## src/rtl/assert_macros.svh

```systemverilog
// Assertion macros shared by the merge sorter RTL.
// No dependencies.
`ifndef ASSERT_MACROS_SVH
`define ASSERT_MACROS_SVH
// implication checked every cycle outside reset
`define ASSERT_IMPL(label, clk, rst_n, ante, cons) \
    label: assert property (@(posedge clk) disable iff (!rst_n) (ante) |-> (cons)) \
        else $error("assertion failed");
// next-cycle implication
`define ASSERT_NEXT(label, clk, rst_n, ante, cons) \
    label: assert property (@(posedge clk) disable iff (!rst_n) (ante) |=> (cons)) \
        else $error("assertion failed");
`endif

```

## src/rtl/msort_pkg.sv

```systemverilog
// Package for the merge sorter: sizes and queue entry type.
// No dependencies.
`default_nettype none
package msort_pkg;
    localparam int MAX_ELEMENTS = 64;
    localparam int AW = $clog2(MAX_ELEMENTS);
    localparam int CW = AW + 1;
    localparam int QDEPTH = 4;
    localparam int QAW = $clog2(QDEPTH);
    typedef struct packed {
        logic [63:0] value;
        logic        is_last;
    } t_item;
endpackage
`default_nettype wire

```

## src/rtl/msort_queue.sv

```systemverilog
// Short queue between front end and sort engine.
// Depends on msort_pkg.
`default_nettype none
module msort_queue
    import msort_pkg::*;
(
    input  wire   i_clk,
    input  wire   i_rst_n,
    input  wire   i_push,
    input  t_item i_item,
    output logic  o_full,
    input  wire   i_pop,
    output t_item o_item,
    output logic  o_empty
);
    t_item r_mem [QDEPTH];
    logic [QAW-1:0] r_wp, r_rp;
    logic [QAW:0] r_cnt;

    assign o_full = (r_cnt == (QAW+1)'(QDEPTH));
    assign o_empty = (r_cnt == '0);
    assign o_item = r_mem[r_rp];

    always_ff @(posedge i_clk) begin
        if (i_push && !o_full) r_mem[r_wp] <= i_item;
        if (!i_rst_n) begin
            r_wp <= '0;
            r_rp <= '0;
            r_cnt <= '0;
        end else begin
            if (i_push && !o_full) r_wp <= r_wp + 1'b1;
            if (i_pop && !o_empty) r_rp <= r_rp + 1'b1;
            r_cnt <= r_cnt + (QAW+1)'(i_push && !o_full) - (QAW+1)'(i_pop && !o_empty);
        end
    end
endmodule
`default_nettype wire

```

## config.mk

```make
export PLATFORM = sky130hd
export DESIGN_NAME = msort_queue
export DESIGN_NICKNAME = d
export VERILOG_FILES = /design/src/rtl/assert_macros.svh /design/src/rtl/msort_pkg.sv /design/src/rtl/msort_queue.sv
export SDC_FILE = /design/constraint.sdc
export NUM_CORES = 1
export LEC_CHECK = 0
export ABC_AREA = 1
export BUFFER_PORTS_ARGS = -buffer_cell sky130_fd_sc_hd__clkbuf_2
export CAP_MARGIN = 20
export CORE_UTILIZATION = 33
export DETAILED_ROUTE_END_ITERATION = 10
export PLACE_DENSITY = 0.51
export SYNTH_ARGS = -nofsm -noshare
export SYNTH_HDL_FRONTEND = slang
export SYNTH_SLANG_ARGS = --single-unit
```

## constraint.sdc

```tcl
create_clock -name i_clk -period 5.72 [get_ports i_clk]
set_input_delay 0.572 -clock i_clk [delete_from_list [all_inputs] [get_ports i_clk]]
set_output_delay 0.572 -clock i_clk [all_outputs]
set_load 0.005 [all_outputs]
```

======== Yosys cells after proc, flatten, opt, wreduce, memory -nomap -nowiden ========
Memory sizes are Yosys's and may differ from the RTL's. A register that Yosys moved wholly into a read port is not among the register bits.
Index checks and enable logic that the tools add are counted.
Widths: inputs -> output; s select.
storage, ports and cells
  register bits ........................... 7
  memory bits (writable) .................. 260
  input port bits ......................... 69
  output and inout port bits .............. 67
  logic and storage cells ................. 18
  memories ................................ 1
cells by class
  add/subtract/negate cells ............... 4
  eq/ne operators ......................... 1
  muxes and demuxes ....................... 4
  reduce and logical (&&, ||, !) cells .... 5
memory list
  name   words  width  read ports  clocked after memory_dff  write ports  line               RTL
  r_mem  4      65     1           1                         1            msort_queue.sv:16  t_item r_mem [QDEPTH];
operators by type and width
  cell                 number
  $add 2x1->2 const B  2
  $mux 2               2
  $add 3x1->3          1
  $eq 3x3->1 const B   1
  $logic_not 3->1      1
  $sub 3x1->3          1
  $logic_and 1x1->1    2
  $logic_not 1->1      2
  $mux 1               2

======== Logic depth before layout (Yosys ltp) ========
Gate-level depths: netlist of the first run.
  word-level depth ........................ 5
  gate-level depth with buffers ........... 11
  mapped depth without buffers ............ 11

======== Worst setup path before layout of the first run ========
Ideal clock, no wire load.
  kind .................................... input port to flip-flop
  from .................................... input port i_push
  to ...................................... memory r_mem[0][0] in the netlist's numbering, enable pin
  library setup time ...................... 488 ps
  arrival ................................. 3407 ps
  data required time ...................... 5232 ps
  path slack .............................. 1825 ps
  stages .................................. 2
  buffers on the path ..................... 0
  cell sequence ........................... nand2_1 > nor2_1
on the way
  word-level cells in the longest chain between the ends .. 3
RTL lines
  item                          line               RTL
  start: declaration            msort_queue.sv:9   input wire i_push,
  $logic_and 1x1->1             msort_queue.sv:25  if (i_push && !o_full) r_mem[r_wp] <= i_item;
  $mux 1                        msort_queue.sv:25
  $mux 1 (not written as such)  msort_queue.sv:25
  end: declaration              msort_queue.sv:16
No other way between the ends.

==> run_results.csv, run 1 <==
group,metric,value,unit
floorplan,dieArea,32300,µm²
timing,rsz0062_at_grt,"no",
synthesis,ys_seq_area_share,76.6,%
worst_setup_path,reg2regPathDepth,5,
synthesis,yosys.area.top_type,"edfxtp_1",
power,p_clk_share,32.1,%
grt,grt_pass1_wl,34400,µm
synthesis,yosys_warnings,0,
worst_hold_path,holdPathStages,1,
timing,timing.final.ws_setup,2.30,ns
power,ir_worst_vdd,0.168,mV
routing,routedWlPerCell,18.2,µm
status,violations,"design-rule violations",
power,seqPwrFrac,46.3,%
timing,min_period_over_period,59.8,%
routing,dr_total_vias,5955,
worst_setup_path,start_kind,"flip-flop",
power,leakage,4.27,nW
clock_tree,cts_tree,"done",
floorplan,fp.dieW,180,µm
floorplan,core,30800,µm²
synthesis,yosys_register_bits,269,
power,combPwrFrac,21.7,%
clock_tree,root_buffer,"clkbuf_16",
cells_and_area,final_nets,903,
routing,vias_per_cell,4.80,
clock_tree,path_clk_slew,0.06,ns
worst_setup_path,arrival,2.85,ns
place,place_ws,2.90,ns
routing,drc,10,
synthesis,yosysTopAreaCellShare,74.8,%
timing,slew_headroom,31.7,%
power,swShare,28.3,%
cells_and_area,drive_above_1_share,27.7,%
timing,fin_crit,3.42,ns
synthesis,synthCells,697,
routing,drt-pass1-iter-count,7,
flow_run,cap_violations,0,
timing,hold_violations,0,
clock_tree,cts_buffers,27,
place,hpwl,12900,µm
clock_tree,cts_resized,0,
timing,hold_ws,0.272,ns
grt,grt_pass1_vias,5926,
cells_and_area,syn_to_final_growth,17.7,%
routing,ant_nets,0,
worst_setup_path,worstSetupPathType,"reg2out",
synthesis,yosysUniqueCellTypes,22,
grt,antenna_found_initial,2,
timing,slew_viol_final,0,
worst_setup_path,worstPathRequired,5.15,ns
timing,clock_skew,0.0154,ns
floorplan,initial_core_util,33.8,%
timing,tns,0,ns
status,status,"finished, violations left",
grt,track_usage,13.8,%
floorplan,rows,64,
power,power,0.00535,W
routing,drt_wl_total,22600,µm
clock_tree,clkSinkCount,269,
clock_tree,hold_buffers,0,
routing,drt-initial-drc-count,315,
synthesis,synth_fp_nets,773,
worst_setup_path,worstPathMaxFanout,105,
floorplan,die_y,180,µm
place,io_buffers,135,
clock_tree,clock_path_buffers,3,
timing,final-setup-viol-count,0,
synthesis,syn-mean-instance-area,15.0,µm²
cells_and_area,fillers,2822,
worst_setup_path,worstSetupEndpointType,"output pin",
timing,fmax,292,MHz
power,switchingPower,0.00152,W
synthesis,ys_top_cells_by_area,"edfxtp_1, nor2_1, o21ai_0",
place,gp_congestion,0.689,
timing,max_slew.worst_pin.slew,1.02,ns
grt,grt_max_degree,106,
power,cellPowerDensity,436,nW/µm²
cells_and_area,diodes,0,
synthesis,syn_area,10400,µm²
power,intPower,0.00384,W
floorplan,io_pins,136,
clock_tree,clock_latency,0.52,ns
clock_tree,cts_setup_buffers,0,
worst_hold_path,hp-class,"in2reg",
clock_tree,htree_levels,1,
grt,overflow,0,
layout by cell type, fill, tap and decap left out, drive strengths merged:
cell type / Yosys / routed
a21oi: 5 / 5
buf: 25 / 8
bufinv: 0 / 3
clkbuf: 17 / 174
clkinv: 0 / 4
clkinvlp: 0 / 1
dfxtp: 9 / 9
edfxtp: 260 / 260
fa: 1 / 1
ha: 6 / 6
inv: 19 / 19
nand2: 14 / 14
nand3: 4 / 4
nor2: 142 / 142
o21ai: 130 / 130
o22ai: 65 / 65
final timing paths:
check | slack [ns] | from | end
worst min register to register | 0.49 | r_rp[0]$_SDFFE_PN0P_ | r_rp[0]$_SDFFE_PN0P_
worst max-delay path | 2.30 | flip-flop | o_item[16]
worst max register to register | 3.07 | r_cnt[1]$_SDFF_PN0_ | r_mem[3][50]$_DFFE_PP_
worst min-delay path | 0.27 | i_item[18] | r_mem[3][18]$_DFFE_PP_
state kept, by name, indices dropped and copies added (netlist names), named ones only:
signal	flops
r_mem	260
r_cnt	3
r_wp	2
r_rp	2
final cells by class:
cell class | instances | area (µm²) | share of cell area (%)
timing repair buffer | 143 | 736 | 5.99
multi-input combinational | 367 | 2110 | 17.2
clock buffer | 39 | 751 | 6.12
sequential | 269 | 7990 | 65.1
clock inverter | 8 | 118 | 0.958
inverter | 19 | 76.3 | 0.622
tap | 396 | 495 | 4.04
metrics by stage:
stage / cell area [µm²] / cells / utilization, %
after global routing: 12300 / 1241 / 39.8
after CTS: 12300 / 1241 / 39.8
after floorplan: 10400 / 697 / -
after detailed placement: 11400 / 1194 / 37.0
after global placement: 11400 / 1194 / 37.0
final: 12300 / 1241 / 39.8
kinds of logic (layout without fill, tap and decap cells):
logic type                 count (synthesis)  after routing  share of synthesized area (%)
and+or+nand+nor                          160            160                           7.24
buffers and inverters                     61            209                           3.54
DFF                                      269            269                           76.6
adders and majority gates                  7              7                          0.911
AOI/OAI and AO/OA                        200            200                           11.8
metal layers:
| layer | GRT usage, % | up-vias | routed length, µm |
|---|---|---|---|
| li1 | - | 2856 | - |
| met1 | 18.2 | 2951 | 10200 |
| met2 | 23.5 | 105 | 10900 |
| met3 | 2.74 | 39 | 1030 |
| met4 | 3.07 | 4 | 361 |
| met5 | 0 | - | 21 |
critical path, cell delays in order, from the launching register on:
cell and delay [ns]:
dfxtp_4 0.47, inv_6 0.65, buf_4 0.55, o21ai_0 0.17, o22ai_2 0.16, clkbuf_2 0.14
power groups by stage:
stage | combinational (W) | clock, W | sequential (W)
after floorplan | 0.000767 | 0 | 0.00250
after global placement | 0.00119 | 0 | 0.00252
after detailed placement | 0.00119 | 0 | 0.00252
after CTS | 0.00119 | 0.00177 | 0.00248
after global routing | 0.00130 | 0.00185 | 0.00250
final | 0.00116 | 0.00172 | 0.00248
cells in the mapped netlist, drive strengths merged:
cell    count
buf        25
nand2      14
edfxtp    260
o21ai     130
o22ai      65
fa          1
dfxtp       9
inv        19
clkbuf     17
nand3       4
nor2      142
a21oi       5
ha          6
Power figures use the tool's default switching activity.
==> run 2, diff against run 1 <==
- ABC_AREA: 1 -> 0
- PLACE_DENSITY: 0.51 -> 0.52
- clock period: 5.72 -> 3.4 ns (I/O delays scaled with it)
==> run 2 against run 1 <==
  * The flow now finishes without violations
  * Via count shrank 24%
  * Critical path depth decreased by 2
  * Clock-buffer cell count shrank 5
  * Clock power increased by 74%
  * Clock skew increased by 0.0014 ns
  * Register-to-register slack worse by 2.2 ns
  * Wire length shrank 18%
  * Worst setup slack worse by 1.6 ns
  * Total power is 65% higher
  * Synthesized cell count fell by 44%
  * Die area decreased by 5.0%
  * Highest routed layer is now met4
==> run_results.csv, run 2 <==
group,metric,value,unit
worst_setup_path,cp_slowest_cell,"dfxtp_4",
synthesis,yosysTopAreaCellShare,78.8,%
cells_and_area,final_cell_mix,"edfxtp_1, clkbuf_2, mux4_2, dlygate4sd3_1, clkbuf_16",
status,status,"finished clean",
synthesis,synth_most_common_cell,"edfxtp_1",
worst_hold_path,hp-class,"in2reg",
clock_tree,clkSinkCount,269,
worst_setup_path,max_stage_delay,0.71,ns
place,place_area,11000,µm²
cells_and_area,syn_to_final_growth,24.2,%
floorplan,initial_core_util,33.5,%
grt,grt_pass1_vias,5120,
floorplan,die_y,175,µm
synthesis,yosys_register_bits,269,
synthesis,synth_top_family_by_area,"multiplexers",
grt,grt_pass1_wl,28800,µm
routing,drt-pass1-iter-count,4,
timing,hold_ws,0.0260,ns
floorplan,rows,63,
cells_and_area,largest_reg_flops,260,
cells_and_area,final_nets,658,
timing,hold_violations,0,
floorplan,core,29600,µm²
routing,ant_nets,0,
worst_setup_path,cp_cell_sequence,"buf_4 > mux4_2 > clkbuf_2",
timing,slew_viol_final,0,
routing,dr_total_vias,4527,
routing,routedWlPerCell,18.7,µm
flow_run,cap_violations,0,
place,gp_congestion,0.687,
cells_and_area,top_regs,"r_mem: 260 flops, r_cnt: 3 flops",
synthesis,ys_seq_area_share,80.6,%
synthesis,synthCells,390,
clock_tree,cts_resized,0,
synthesis,yosysUniqueCellTypes,22,
worst_setup_path,worstSetupEndpointType,"output pin",
floorplan,dieArea,30700,µm²
power,leakage,4.15,nW
timing,max_slew.worst_pin.slew,1.08,ns
synthesis,synth_commonest_cells,"edfxtp_1, mux4_2, dfxtp_1",
clock_tree,path_clk_slew,0.06,ns
routing,drt-initial-drc-count,195,
clock_tree,clock_latency,0.54,ns
worst_setup_path,start_kind,"flip-flop",
clock_tree,root_buffer,"clkbuf_16",
power,cellPowerDensity,716,nW/µm²
timing,final-setup-viol-count,0,
clock_tree,clock_path_buffers,3,
routing,drt_wl_total,18600,µm
synthesis,synth-xor-area-share,0.177,%
synthesis,syn-mean-instance-area,25.4,µm²
clock_tree,htree_levels,1,
power,ir_worst_vdd,0.409,mV
routing,drc,0,
floorplan,fp.dieW,175,µm
synthesis,synth_compound_area_share,0.227,%
worst_setup_path,worstSetupPathType,"reg2out",
synthesis,yosys_warnings,0,
synthesis,synth_edf_count,260,
timing,clock_skew,0.0168,ns
routing,vias_per_cell,4.56,
grt,track_usage,12.3,%
cells_and_area,stdcell_area,12300,µm²
place,hpwl,10600,µm
place,io_buffers,135,
timing,slew_headroom,28.3,%
floorplan,io_pins,136,
synthesis,synthAdderAreaFrac,0.960,%
synthesis,syn_area,9910,µm²
timing,fin_crit,2.68,ns
synthesis,synth-async-reset-ratio,0,%
timing,fmax,374,MHz
clock_tree,cts_tree,"done",
cells_and_area,fillers,2595,
synthesis,synth_mux_area_share,15.0,%
synthesis,synth_fp_nets,466,
cells_and_area,drive_above_1_share,42.7,%
clock_tree,cts_buffers,29,
worst_setup_path,worstPathMaxFanout,26,
worst_setup_path,worstPathRequired,3.06,ns
timing,tns,0,ns
grt,grt_max_degree,66,
grt,antenna_found_initial,0,
cells_and_area,final_common_cell,"edfxtp_1",
worst_setup_path,arrival,2.34,ns
timing,rsz0062_at_grt,"no",
synthesis,ys_top_cells_by_area,"edfxtp_1, mux4_2, dfxtp_1",
synthesis,synth-simple-area-share,1.20,%
cells_and_area,diodes,0,
synthesis,yosys_most_used_dff,"edfxtp_1",
synthesis,yosys.area.top_type,"edfxtp_1",
grt,overflow,0,
cells_and_area,regMostFlops,"r_mem",
timing,min_period_over_period,78.7,%
==> run 2: cell types whose count changed after synthesis, moves of 7 or more <==
cell      before  now
and2_1         0    7
buf_6          9    1
clkbuf_1      17    2
inv_1         17    6
mux4_2         0   65
nand2_1       14    6
nor2_1       122    0
nor2_4        20    0
o21ai_0       90    3
o21ai_1       35    0
o22ai_1       45    0
o22ai_2       20    0
==> run 2: metrics by stage <==
| step | setup WS [ns] | total power [W] | util [%] | std cells |
|---|---|---|---|---|
| 6_report | 0.723 | 0.00881 | 41.6 | 992 |
| 3_5_place_dp | 0.896 | 0.00593 | 37.4 | 906 |
| 4_1_cts | 0.580 | 0.00899 | 41.6 | 992 |
| 2_1_floorplan | 0.592 | 0.00527 | - | 390 |
| 5_1_grt | 0.513 | 0.00922 | 41.6 | 992 |
| 3_3_place_gp | 1.03 | 0.00588 | 37.4 | 906 |
==> run 2: logic make-up (layout without fill, tap and decap cells) <==
kind of cell,after synthesis,in the layout
buffers and inverters,22,234
adders and majority gates,7,7
and+or+nand+nor,19,19
AOI/OAI and AO/OA,4,4
DFF,269,269
xor gates and xnor gates,2,2
muxes,67,67
==> run 2: routing by layer <==
layer  up-vias  wire (µm)  GRT usage (%)
met5         -          0              0
met4         0        402           3.08
met3        30       1030           3.16
met2       118       9170           21.1
met1      2335       8000           15.6
li1       2044          -              -
==> run 2: path summary, 6_finish.rpt <==
path / start / end / slack [ns] / cells after the start
max reg2reg: r_cnt[2]$_SDFF_PN0_ / r_cnt[2]$_SDFF_PN0_ / 0.90 / 10
min: i_item[9] / r_mem[1][9]$_DFFE_PP_ / 0.03 / 1
max: flip-flop / o_item[25] / 0.72 / 3
min reg2reg: r_rp[0]$_SDFFE_PN0P_ / flip-flop / 0.49 / 2
==> run 2: worst max-delay path, delay by kind of cell, from the launching register on <==
kind                   cells  cell delay [ns]
buffers and inverters      2             0.51
DFF                        1             0.71
muxes                      1             0.55
==> run 2: repair_timing <==
item                                   in CTS  in global routing
hold buffers                               35                  0
setup buffers                               0                  0
endpoints found under the hold margin     129                  0
==> run 2: layout make-up <==
class                           instances  area, µm²  share of cell area, %
Clock buffer                           34        744                   6.05
Clock inverter                         17        165                   1.34
Inverter                                6       22.5                  0.183
Multi-Input combinational cell         99       1750                   14.2
Sequential cell                       269       8000                   65.0
Tap cell                              390        488                   3.97
Timing Repair Buffer                  177       1140                   9.27
==> run 2: power breakdown <==
group	switching (W)	internal [W]	leakage (nW)
combinational	0.000719	0.000870	1.25
sequential	0.000199	0.00402	2.46
clock	0.00122	0.00178	0.448
==> run 3, diff against run 2 <==
- clock period: 3.4 -> 2.7 ns (I/O delays scaled with it)
==> run 3 against run 2 <==
  * Critical path depth is the same
  * Global-route usage is 0.24 points higher
  * Clock power increased by 37%
  * Clock-buffer cell count up 4
  * Worst setup slack worse by 0.33 ns
  * Sequential power up 23%
  * Combinational power increased by 38%
  * Largest cell class unchanged
  * Design area rose by 3.9%
  * Cell count increased by 4.1%
  * Die area stayed put
  * Critical endpoint is now o_item[7]
==> run_results.csv, run 3 (synthesis gave the netlist of run 2 again) <==
group,metric,value,unit
status,status,"finished clean",
clock_tree,htree_levels,1,
timing,max_slew.worst_pin.slew,0.495,ns
clock_tree,cts_resized,0,
cells_and_area,regMostFlops,"r_mem",
cells_and_area,final_cell_mix,"edfxtp_1, clkbuf_2, mux4_2, dlygate4sd3_1, clkbuf_16",
timing,fin_crit,2.31,ns
floorplan,die_y,175,µm
floorplan,rows,63,
timing,hold_violations,0,
cells_and_area,finalNonFillerCells,1033,
cells_and_area,drive_above_1_share,41.7,%
timing,final-setup-viol-count,0,
worst_setup_path,worstSetupEndpointType,"output pin",
place,hpwl,11000,µm
place,gp_congestion,0.690,
routing,vias_per_cell,4.57,
power,cellPowerDensity,902,nW/µm²
routing,drc,0,
cells_and_area,largest_reg_flops,260,
clock_tree,clock_path_buffers,3,
routing,dr_total_vias,4717,
grt,grt_pass1_wl,29300,µm
timing,min_period_over_period,85.5,%
timing,rsz0062_at_grt,"no",
clock_tree,root_buffer,"clkbuf_16",
grt,antenna_found_initial,2,
timing,hold_ws,0.0821,ns
worst_setup_path,r2r_start,"r_cnt[0]$_SDFF_PN0_",
flow_run,cap_violations,0,
worst_hold_path,hp-class,"in2reg",
clock_tree,clkSinkCount,269,
worst_setup_path,reg2reg_slack,0.43,ns
floorplan,core,29600,µm²
floorplan,initial_core_util,33.5,%
grt,overflow,0,
cells_and_area,final_common_cell,"edfxtp_1",
cells_and_area,final_nets,694,
clock_tree,path_clk_slew,0.06,ns
clock_tree,cts_setup_buffers,0,
timing,slew_headroom,67.0,%
worst_setup_path,start_kind,"flip-flop",
clock_tree,cts_buffers,30,
routing,drt-pass1-iter-count,4,
grt,grt_pass1_vias,5228,
power,power,0.0115,W
clock_tree,clock_latency,0.54,ns
grt,track_usage,12.6,%
worst_setup_path,worstPathRequired,2.43,ns
worst_hold_path,min-delay-start,"i_rst_n",
power,leakage,4.36,nW
floorplan,io_pins,136,
routing,routedWlPerCell,18.7,µm
place,place_inst,911,
cells_and_area,top_regs,"r_mem: 260 flops, r_cnt: 3 flops",
floorplan,fp.dieW,175,µm
place,io_buffers,135,
timing,tns,0,ns
cells_and_area,syn_to_final_growth,29.0,%
worst_setup_path,worstPathMaxFanout,36,
floorplan,dieArea,30700,µm²
timing,clock_skew,0.0167,ns
routing,drt_wl_total,19300,µm
timing,slew_viol_final,0,
routing,ant_nets,0,
clock_tree,cts_tree,"done",
timing,fmax,433,MHz
worst_setup_path,worstSetupPathType,"reg2out",
worst_setup_path,arrival,2.04,ns
grt,grt_max_degree,66,
power,ir_worst_vdd,0.420,mV
routing,drt-initial-drc-count,182,
[run 3: cell types whose count changed in the layout (fill, tap and decap cells not counted), sizes merged]
| cell | change |
|---|---|
| buf | +5 |
| bufinv | +1 |
| clkbuf | +4 |
| clkinv | -1 |
| clkinvlp | +1 |
| diode | +1 |
| dlygate4sd3 | +30 |
[run 3: repair_timing]
action / CTS / global route
hold buffers: 65 / 0
hold endpoints to repair: 260 / 0
setup endpoints to repair: 0 / 0
[run 3: power breakdown]
part | total [W] | internal (W) | switching, W
clock network | 0.00412 | 0.00252 | 0.00160
logic | 0.00220 | 0.00114 | 0.00105
registers | 0.00521 | 0.00506 | 0.000141
total | 0.0115 | 0.00873 | 0.00280
[run 3: cell type report]
type                    instances  area, µm²
repair buffers                212       1490
clock inverters                18        221
clock buffers                  38        811
fillers                      2599      16800
flip-flops and latches        269       8000
inverters                       6       22.5
multi-input cells              99       1750
well taps                     390        488
diodes                          1       2.50
[run 3: metal layers]
metal / GRT usage (%) / share of wire [%] / vias up
met2: 21.1 / 49 / 124
met4: 3.19 / 1.6 / 2
met3: 3.03 / 5.7 / 26
met1: 16.4 / 44 / 2451
met5: 0 / 0.052 / -
li1: - / - / 2114
[run 3: per-stage QoR]
step                      cell area [µm²]  setup WS [ns]  utilization, %
after detailed placement            11100          0.460            37.5
after global routing                12800          0.257            43.2
final                               12800          0.392            43.2
after floorplan                      9910          0.506               -
after CTS                           12800          0.312            43.2
after global placement              11100          0.631            37.5
[run 3: worst paths after layout]
check | to | depth (start not counted)
setup / recovery | o_item[7] | 3
hold / removal | r_wp[0]$_SDFFE_PN0P_ | 3
setup reg to reg | r_cnt[2]$_SDFF_PN0_ | 9
hold reg to reg | r_wp[0]$_SDFFE_PN0P_ | 2
[run 3: worst max-delay path, cell delays in order (launching register included)]
cell      delay (ns)
dfxtp_4         0.44
buf_12          0.32
mux4_2          0.58
clkbuf_2        0.14
